### config.mk
export PLATFORM = sky130hd
export DESIGN_NAME = bfdh_ctrl
export DESIGN_NICKNAME = d
export VERILOG_FILES = /design/src/design/bfdh_pkg.sv /design/src/design/bfdh_ctrl.sv
export SDC_FILE = /design/constraint.sdc
export NUM_CORES = 1
export LEC_CHECK = 0
export BUFFER_PORTS_ARGS = -buffer_cell sky130_fd_sc_hd__buf_2
export CAP_MARGIN = 25
export CORE_MARGIN = 8
export CORE_UTILIZATION = 54
export CTS_CLUSTER_DIAMETER = 30
export DETAILED_ROUTE_END_ITERATION = 7
export GPL_TIMING_DRIVEN = 1
export PLACE_DENSITY = 0.84
export RECOVER_POWER = 100
export SLEW_MARGIN = 30
export SYNTH_ARGS = -nofsm -noshare
export SYNTH_HDL_FRONTEND = slang
export SYNTH_SLANG_ARGS = --single-unit
### constraint.sdc
create_clock -name clk -period 4.25 [get_ports clk]
set_input_delay 0.2125 -clock clk [delete_from_list [all_inputs] [get_ports clk]]
set_output_delay 0.2125 -clock clk [all_outputs]
set_load 0.01 [all_outputs]
### src/design/bfdh_pkg.sv
`default_nettype none
// ----------------------------------------------------------------------------
// bfdh_pkg
// Shared types and constants of the double-hash bloom filter: store geometry,
// operation codes, register indexes, channel beats and controller commands.
// ----------------------------------------------------------------------------
package bfdh_pkg;

	// store geometry: rows of ROW_W bits, one valid flop per row
	localparam int MAX_BITS   = 65536;
	localparam int MAX_PROBES = 30;
	localparam int ROWS       = 256;
	localparam int ROW_W      = MAX_BITS / ROWS;
	localparam int ROW_AW     = $clog2(ROWS);
	localparam int BIT_AW     = $clog2(ROW_W);
	localparam int POS_W      = $clog2(MAX_BITS);
	localparam int SIZE_W     = POS_W + 1;
	localparam int MIN_BITS   = 64;

	localparam int HASH_W     = 32;
	localparam int KIND_W     = 2;
	localparam int ROT        = 17;
	localparam int DIV_STEPS  = HASH_W;
	localparam int DIV_CW     = $clog2(DIV_STEPS);
	localparam int PROBE_W    = $clog2(MAX_PROBES + 1);

	// configuration port
	localparam int FB_W       = 17;
	localparam int PC_W       = 5;
	localparam int CFG_W      = 17;
	localparam int CFG_IDX_W  = 2;

	localparam logic [CFG_IDX_W-1:0] REG_FILTER_BITS = 2'd0;
	localparam logic [CFG_IDX_W-1:0] REG_PROBE_COUNT = 2'd1;

	// operation codes
	localparam logic [KIND_W-1:0] KIND_INSERT = 2'd0;
	localparam logic [KIND_W-1:0] KIND_QUERY  = 2'd1;
	localparam logic [KIND_W-1:0] KIND_CLEAR  = 2'd2;
	localparam logic [KIND_W-1:0] KIND_NONE   = 2'd3;

	typedef struct packed {
		logic [KIND_W-1:0] kind;
		logic [HASH_W-1:0] key_hash;
	} item_t;

	typedef struct packed {
		logic              present;
		logic [KIND_W-1:0] done_kind;
	} result_t;

	typedef enum logic [2:0] {
		ST_IDLE,
		ST_DIV,
		ST_RD,
		ST_CHK,
		ST_FIN
	} state_t;

	typedef struct packed {
		logic load;
		logic div_step;
		logic rd;
		logic chk;
		logic clr;
		logic res_load;
	} ctl_cmd_t;

	typedef struct packed {
		logic [KIND_W-1:0]  kind;
		logic               miss;
		logic [PROBE_W-1:0] probes_m1;
	} dp_stat_t;

endpackage
`default_nettype wire

### src/design/bfdh_ctrl.sv
`default_nettype none
// ----------------------------------------------------------------------------
// bfdh_ctrl
// Controller: sequences accept or clear, remainder steps, probe read/check pairs and
// hand-off of the result beat into the output register.
// ----------------------------------------------------------------------------
module bfdh_ctrl (
	input  wire logic                        clk,
	input  wire logic                        arst_n,
	input  wire logic                        req_valid,
	input  wire logic [bfdh_pkg::KIND_W-1:0] req_kind,
	output logic                             req_ready,
	output logic                             rsp_valid,
	input  wire logic                        rsp_ready,
	output bfdh_pkg::ctl_cmd_t               cmd,
	input  wire bfdh_pkg::dp_stat_t          stat
);
	import bfdh_pkg::*;

	state_t             state_q, state_d;
	logic [DIV_CW-1:0]  div_cnt_q;
	logic [PROBE_W-1:0] probe_idx_q;
	logic               rsp_valid_q;

	always_ff @(posedge clk or negedge arst_n) begin
		if (!arst_n) begin
			state_q <= ST_IDLE;
		end else begin
			state_q <= state_d;
		end
	end

	always_comb begin
		state_d   = state_q;
		cmd       = '0;
		req_ready = 1'b0;
		unique case (state_q)
			ST_IDLE: begin
				req_ready = 1'b1;
				if (req_valid) begin
					cmd.load = 1'b1;
					unique case (req_kind)
						KIND_INSERT, KIND_QUERY: state_d = ST_DIV;
						KIND_CLEAR: begin
							cmd.clr = 1'b1;
							state_d = ST_FIN;
						end
						default: state_d = ST_IDLE;
					endcase
				end
			end
			ST_DIV: begin
				cmd.div_step = 1'b1;
				if (div_cnt_q == DIV_CW'(DIV_STEPS - 1)) begin
					state_d = ST_RD;
				end
			end
			ST_RD: begin
				cmd.rd  = 1'b1;
				state_d = ST_CHK;
			end
			ST_CHK: begin
				cmd.chk = 1'b1;
				// a query stops at its first clear bit
				if ((stat.kind == KIND_QUERY && stat.miss) ||
				    probe_idx_q == stat.probes_m1) begin
					state_d = ST_FIN;
				end else begin
					state_d = ST_RD;
				end
			end
			ST_FIN: begin
				if (!rsp_valid_q || rsp_ready) begin
					cmd.res_load = 1'b1;
					state_d      = ST_IDLE;
				end
			end
			default: state_d = ST_IDLE;
		endcase
	end

	always_ff @(posedge clk or negedge arst_n) begin
		if (!arst_n) begin
			div_cnt_q   <= '0;
			probe_idx_q <= '0;
			rsp_valid_q <= 1'b0;
		end else begin
			if (cmd.load) begin
				div_cnt_q <= '0;
			end else if (cmd.div_step) begin
				div_cnt_q <= div_cnt_q + DIV_CW'(1);
			end
			if (cmd.load) begin
				probe_idx_q <= '0;
			end else if (cmd.chk) begin
				probe_idx_q <= probe_idx_q + PROBE_W'(1);
			end
			if (cmd.res_load) begin
				rsp_valid_q <= 1'b1;
			end else if (rsp_ready) begin
				rsp_valid_q <= 1'b0;
			end
		end
	end

	assign rsp_valid = rsp_valid_q;

endmodule
`default_nettype wire

# [Word level (Yosys, flattened, before mapping)]
# Index checks and enable logic that the tools add are counted.
[op_classes] n_reduce_logical=11 n_eq_ne=12 mux=23 n_addsub=2
[ops] operator="$mux W5" n=4
[ops] operator="$pmux W3 S5" n=1
[ops] operator="$mux W1" n=13
[ops] operator="$mux W3" n=4
[ops] operator="$add A5 B1 Y5 const B" n=2
[ops] operator="$eq A3 B2 Y1 const B" n=2
[ops] operator="$ne A2 B2 Y1 const B" n=3
[ops] operator="$pmux W3 S2" n=1
[ops] operator="$reduce_bool A2 Y1" n=3
[ops] operator="$eq A5 B5 Y1" n=1
[ops] operator="$eq A5 B5 Y1 const B" n=1
[ops] operator="$eq A2 B1 Y1 const B" n=2
[ops] operator="$eq A3 B1 Y1 const B" n=1
[ops] operator="$eq A3 B3 Y1 const B" n=1
[ops] operator="$logic_not A3 Y1" n=1
[ops] operator="$reduce_and A3 Y1" n=1
[ops] operator="$eq A2 B2 Y1 const B" n=1
[ops] operator="$logic_not A2 Y1" n=1
[ops] operator="$logic_or A1 B1 Y1" n=2
[ops] operator="$reduce_or A2 Y1" n=1
[ops] operator="$logic_and A1 B1 Y1" n=1
[ops] operator="$logic_not A1 Y1" n=1
[totals] in_bits=14 wordCells=52 ff_bits=14 out_inout_bits=8

# [Longest topological paths before layout]
# Gate-level depths: netlist of run 1.
[logic_depth] depth_word=5 depth_mapped=7 ltp_nobuf=7

# [Worst setup path before layout of run 1]
# Ideal clock, no wire load.
[synth_path] path_type="register -> register" start="register div_cnt_q[0]" end="register state_q[1]" setup_time_ps=82 t_arrival_ps=1475 stages_incl_launch_ff=8 n_path_buf=0 synth_period_minus_slack_ps=1557 t_required_ps=4168 setup_slack_ps=2693 path_cell_list="dfrtp_1 > ha_1 > and3_1 > ha_1 > mux2i_1 > a21o_1 > or3_1 > a31oi_1"
[synth_between] elab_chain_cells=3
[synth_lines] item="start, declared" line="bfdh_ctrl.sv:21" source="logic [DIV_CW-1:0] div_cnt_q;"
[synth_lines] item="start signal, assigned" line="bfdh_ctrl.sv:91" source="div_cnt_q <= div_cnt_q + DIV_CW'(1);"
[synth_lines] item="$eq A5 B5 Y1" line="bfdh_ctrl.sv:54" source="if (div_cnt_q == DIV_CW'(DIV_STEPS - 1)) begin"
[synth_lines] item="$ne A2 B2 Y1 (no line)"
[synth_lines] item="$reduce_and A3 Y1 (no line)"
[synth_lines] item="end signal, assigned" line="bfdh_ctrl.sv:29" source="state_q <= state_d;"
[synth_lines] item="end, declared" line="bfdh_ctrl.sv:20" source="state_t state_q, state_d;"
# Every way passes these cells.
# A chain may end at the register's enable or synchronous reset.

==> flow_summary_export.csv, run 1 <==
group,metric,value,unit
status,outcome,"finished, final reports clean",
placement,dpl_cell_area,927,sq um
finish,seq_area,350,sq um
yosys,synth_area_leaders,"dfrtp_1 (42%), xor2_1 (7.3%), nor2_1 (5.3%)",
detailed_routing,num_vias,651,
power_and_ir_drop,p_leak,0.483,nW
yosys,synthAdderAreaFrac,0.0445,
floorplanning,core,0.00149,sq mm
grt,grt_use_met1,0.120,
yosys,yosysSeqAreaShare,0.415,
grt,grt_pass1_wl,2850,microns
cts,cts.sinks,14,
placement,dp_slack,2510,ps
yosys,async_flop_share,1.00,
cts,cts_tree,"built",
placement,gp_congestion,0.734,
cts,postCtsHoldBufs,1,
sta,maxSlewHeadroom,0.419,
yosys,synth_top_area_cell,"dfrtp_1",
finish,drive_gt1_frac,0.181,
floorplanning,core.rowCount,14,
sta,fin_crit,2190,ps
sta,rsz0062_at_grt,"false",
yosys,synth-edff-count,0,
cts,clk_pin_slew,90,ps
detailed_routing,antenna_left,0,
placement,portBuffers,21,
detailed_routing,wirelength,1730,microns
yosys,yosys_warnings,0,
yosys,yosys.area_share.simple,0.242,
sta,tightest_slew,869,ps
yosys,synth.most_common_cell,"dfrtp_1",
yosys,synth_common_cells,"dfrtp_1 (14), nor2_1 (12), xor2_1 (7)",
floorplanning,die_y,55.5,microns
yosys,syn-cell-area,843,sq um
finish,multiInputGateArea,433,sq um
grt,grt_pass1_vias,649,
setup_path,arrival,1980,ps
sta,fin_crit_sh,0.515,
yosys,synth_top_family_by_area,"simple AND/OR/NAND/NOR gates",
grt,use_met3,0.0411,
grt,gr-max-usage-layer,"met2",
setup_path,slowest_delay,560,ps
sta,setup_viol_count_final,0,
finish,fin_util,0.639,
sta,hold_slack,241,ps
floorplanning,start_util,0.566,
grt,grt_use_total,0.113,
detailed_routing,vias_per_cell,5.38,
grt,overflow,0,
cts,htreeDepth,1,
setup_path,critPathBufInv,1,
cts,cts-root-buf,"clkbuf_4",
detailed_routing,drc_errors,0,
finish,areaGrowthSynthToFinish,12.9,%
cts,clk_latency,280,ps
grt,grt_max_degree,15,
yosys,synth.distinct_cells,28,
yosys,synth_top_area_frac,0.415,
yosys,synth_nets,100,
placement,dp_cells,116,
cts,cts_made_buffers,3,
finish,nets,123,
detailed_routing,wl_per_cell,14.3,microns
power_and_ir_drop,power,0.529,mW
setup_path,path_cells,"nor3_1 > and2_0 > clkbuf_1",
sta,setup_tns,0,ps
yosys,synth_xor_area_frac,0.125,
placement,dp_hpwl,1370,microns
yosys,syn_inst,83,
setup_path,worstSetupPathType,"flip-flop to primary output",
detailed_routing,drt_first_iter_violations,7,
cts,post_cts_buffers,0,
power_and_ir_drop,power_density,555,mW/mm^2
worst_hold_path,hold_class,"primary input to flip-flop",
floorplanning,ioPinCount,22,
cts,clock_path_buffers,2,
cts,cts_resized,0,
grt,antenna_found_initial,0,
setup_path,critPathCaptureType,"primary output",
sta,finalHoldViolCount,0,
finish,instances_no_fill,121,
yosys,muxShareOfSynthArea,0.0356,
sta,worst_slack,2060,ps
setup_path,cp_slowest_cell,"and2_0",
power_and_ir_drop,ir_drop,0.292,mV
setup_path,cp-start-kind,"flip-flop",
yosys,ys_ff_latch,14,
setup_path,crit_fanout,11,
floorplanning,die-area,0.00308,sq mm
finish,fin_area,952,sq um
setup_path,cp_top_family,"simple AND/OR/NAND/NOR gates",
finish,num_antenna_cells,0,
floorplanning,fp.dieW,55.5,microns
sta,skew,2.59,ps
detailed_routing,drt_pass1_iterations,3,
yosys,synth-compound-area-share,0.0801,
yosys,avgSynthCellArea,10.2,sq um
run,cap_violations,0,
grt,use_met2,0.191,
setup_path,cp.required,4040,ps
yosys,ys.flop_type,"dfrtp_1",
sta,fmax,457,MHz
finish,n_fill_cell,135,
sta,drv_slew,0,
==> routing by layer <==
metal / share of wire / vias up
li1: - / 326
met2: 0.50 / 16
met4: 0.012 / 0
met5: 0 / -
met3: 0.053 / 4
met1: 0.44 / 305
==> cells by family after synthesis <==
group | Yosys count
simple gates | 36
flops | 14
xor+xnor | 12
compound gates | 9
buf+inv | 6
mux | 3
fa+ha+maj | 3
==> area by class of cell <==
class	count	area share
flip-flops and latches	14	0.368
multi-input cells	63	0.455
inverters	2	0.00788
repair buffers	22	0.110
well taps	16	0.0210
clock buffers	4	0.0381
==> power breakdown <==
part           total, mW  internal [mW]  switching, mW
Clock             0.0967         0.0521         0.0446
Combinational      0.212         0.0943          0.118
Sequential         0.220          0.168         0.0521
==> final timing paths <==
check,startpoint,to,slack [ps],cells past startpoint
hold / removal,rsp_ready,rsp_valid$_DFFE_PN0P_,240,3
hold reg to reg,div_cnt_q[3]$_DFFE_PN0P_,div_cnt_q[3]$_DFFE_PN0P_,540,2
min in group asynchronous,arst_n,state_q[1]$_DFFE_PN0P_,510,2
max in group asynchronous,arst_n,div_cnt_q[3]$_DFFE_PN0P_,3260,2
setup reg to reg,state_q[0]$_DFFE_PN0P_,div_cnt_q[3]$_DFFE_PN0P_,2390,4
setup / recovery,state_q[0]$_DFFE_PN0P_,cmd[5],2060,3
==> cells in the final DEF, fill, tap and decap left out, types with 2 or more instances in the layout <==
cell type,count
xor2_1,7
and3_1,3
dfrtp_1,14
inv_1,2
mux2i_1,3
nor2_1,12
buf_2,13
clkbuf_1,8
nand2b_1,2
nand4_1,3
clkbuf_4,3
xnor2_1,5
a21oi_1,3
nor3_1,2
ha_1,3
or3_1,2
nand2_1,6
==> worst register-to-register path, stage by stage, from the launching register on <==
cell and delay [ps]:
dfrtp_1 550, nor3b_1 760, nand4_1 200, xor2_1 170, nor2_1 50
==> sequential cells by signal, summed over array words and instances (netlist names) <==
register and flops:
rsp_valid 1, div_cnt_q 5, probe_idx_q 5, state_q 3
No activity file was read; power rests on OpenSTA's default activity.
==> inputs of run 2 (changes only) <==
CORE_UTILIZATION = 50   (was 54)
PLACE_DENSITY = 0.79   (was 0.84)
clock period = 2.2 ns   (was 4.25 ns; I/O delays follow)
==> flow_summary_export.csv, run 2 (synthesis results as in run 1) <==
group,metric,value,unit
finish,drive_gt1_frac,0.181,
detailed_routing,num_vias,646,
setup_path,worstSetupPathType,"flip-flop to primary output",
placement,portBuffers,21,
grt,grt_max_degree,15,
sta,setup_tns,0,ps
cts,cts-root-buf,"clkbuf_4",
floorplanning,core.rowCount,15,
cts,clk_latency,280,ps
grt,antenna_found_initial,0,
power_and_ir_drop,p_leak,0.472,nW
worst_hold_path,hold_class,"primary input to flip-flop",
sta,tightest_slew,768,ps
placement,dp_hpwl,1280,microns
power_and_ir_drop,ir_drop,0.512,mV
finish,mostFrequentLayoutCells,"dfrtp_1 (14), buf_2 (14), nor2_1 (12)",
sta,fmax,533,MHz
cts,clock_path_buffers,2,
grt,grt_pass1_vias,697,
cts,cts_tree,"built",
grt,overflow,0,
finish,n_fill_cell,165,
finish,areaGrowthSynthToFinish,11.6,%
grt,grt_use_total,0.109,
grt,grt_pass1_wl,2880,microns
floorplanning,fp.dieW,57.1,microns
setup_path,cp-start-kind,"flip-flop",
detailed_routing,drc_errors,0,
setup_path,arrival,1770,ps
setup_path,crit_fanout,11,
floorplanning,ioPinCount,22,
floorplanning,die_y,57.1,microns
setup_path,critPathCaptureType,"primary output",
setup_path,cp.required,2090,ps
floorplanning,core,0.00165,sq mm
cts,post_cts_buffers,0,
detailed_routing,antenna_left,0,
sta,drv_slew,0,
sta,fin_crit_sh,0.853,
cts,htreeDepth,1,
sta,rsz0062_at_grt,"false",
cts,cts.sinks,14,
detailed_routing,vias_per_cell,5.30,
sta,fin_crit,1880,ps
finish,fin_area,941,sq um
cts,cts_made_buffers,3,
sta,skew,2.68,ps
floorplanning,die-area,0.00326,sq mm
run,cap_violations,0,
status,outcome,"finished, final reports clean",
placement,gp_congestion,0.826,
detailed_routing,drt_pass1_iterations,4,
cts,clk_pin_slew,90,ps
placement,dpl_cell_area,928,sq um
finish,num_antenna_cells,0,
sta,maxSlewHeadroom,0.488,
power_and_ir_drop,power_density,1060,mW/mm^2
sta,setup_viol_count_final,0,
finish,nets,123,
sta,finalHoldViolCount,0,
detailed_routing,wirelength,1690,microns
detailed_routing,drt_first_iter_violations,3,
sta,hold_slack,128,ps
floorplanning,start_util,0.511,
detailed_routing,wl_per_cell,13.9,microns
finish,largestRegisters,"div_cnt_q x5, probe_idx_q x5, state_q x3",
==> run 2: cell types whose count changed in the layout (fill, tap and decap cells not counted), sizes merged <==
cell / previous run / this run
clkbuf: 12 / 11
buf: 13 / 14
==> run 2: repair_timing <==
item | CTS | global route
hold buffers | 1 | 0
endpoints found under the hold margin | 14 | 0
gates resized for setup | 0 | 0
==> run 2: path summary, 6_finish.rpt <==
kind | startpoint | endpoint | slack (ps) | depth (start not counted)
max | state_q[0]$_DFFE_PN0P_ | cmd[5] | 320 | 3
min | rsp_ready | rsp_valid$_DFFE_PN0P_ | 130 | 3
max reg2reg | div_cnt_q[0]$_DFFE_PN0P_ | state_q[1]$_DFFE_PN0P_ | 530 | 7
min reg2reg | rsp_valid$_DFFE_PN0P_ | rsp_valid$_DFFE_PN0P_ | 550 | 2
max in group asynchronous | arst_n | div_cnt_q[1]$_DFFE_PN0P_ | 1320 | 2
min in group asynchronous | arst_n | state_q[2]$_DFFE_PN0P_ | 410 | 2
==> run 2: layout make-up <==
cell class / instances / area, sq um / share of cell area
Tap cell: 17 / 21.3 / 0.0226
Inverter: 2 / 7.51 / 0.00798
Sequential cell: 14 / 350 / 0.372
Clock buffer: 4 / 36.3 / 0.0386
Multi-Input combinational cell: 63 / 419 / 0.445
Timing Repair Buffer: 22 / 106 / 0.113
==> run 2: power breakdown <==
| group | internal (mW) | total (mW) | switching [mW] |
|---|---|---|---|
| combinational | 0.179 | 0.394 | 0.215 |
| sequential | 0.325 | 0.419 | 0.0937 |
| clock | 0.101 | 0.188 | 0.0876 |
| total | 0.605 | 1.00 | 0.397 |
==> run 2: metal layers <==
metal	part of all wire	wire, microns	global-route usage	vias to the layer above
li1	-	-	-	328
met1	0.46	770	0.118	297
met3	0.057	97	0.0333	5
met5	0	0	0	-
met2	0.47	787	0.184	16
met4	0.021	36	0.0604	0
==> run 2: critical path: stages, from the launching register on <==
cell,delay (ps)
dfrtp_1,490
nor3_1,360
and2_1,440
clkbuf_1,200
==> run 2: metrics by stage <==
stage	utilization	worst slack, ps	cells	power, mW
2_1_floorplan	-	643	83	0.783
4_1_cts	0.590	226	122	1.06
3_3_place_gp	0.562	594	117	0.844
3_5_place_dp	0.562	530	117	0.862
5_1_grt	0.570	182	122	1.09
6_report	0.570	323	122	1.00
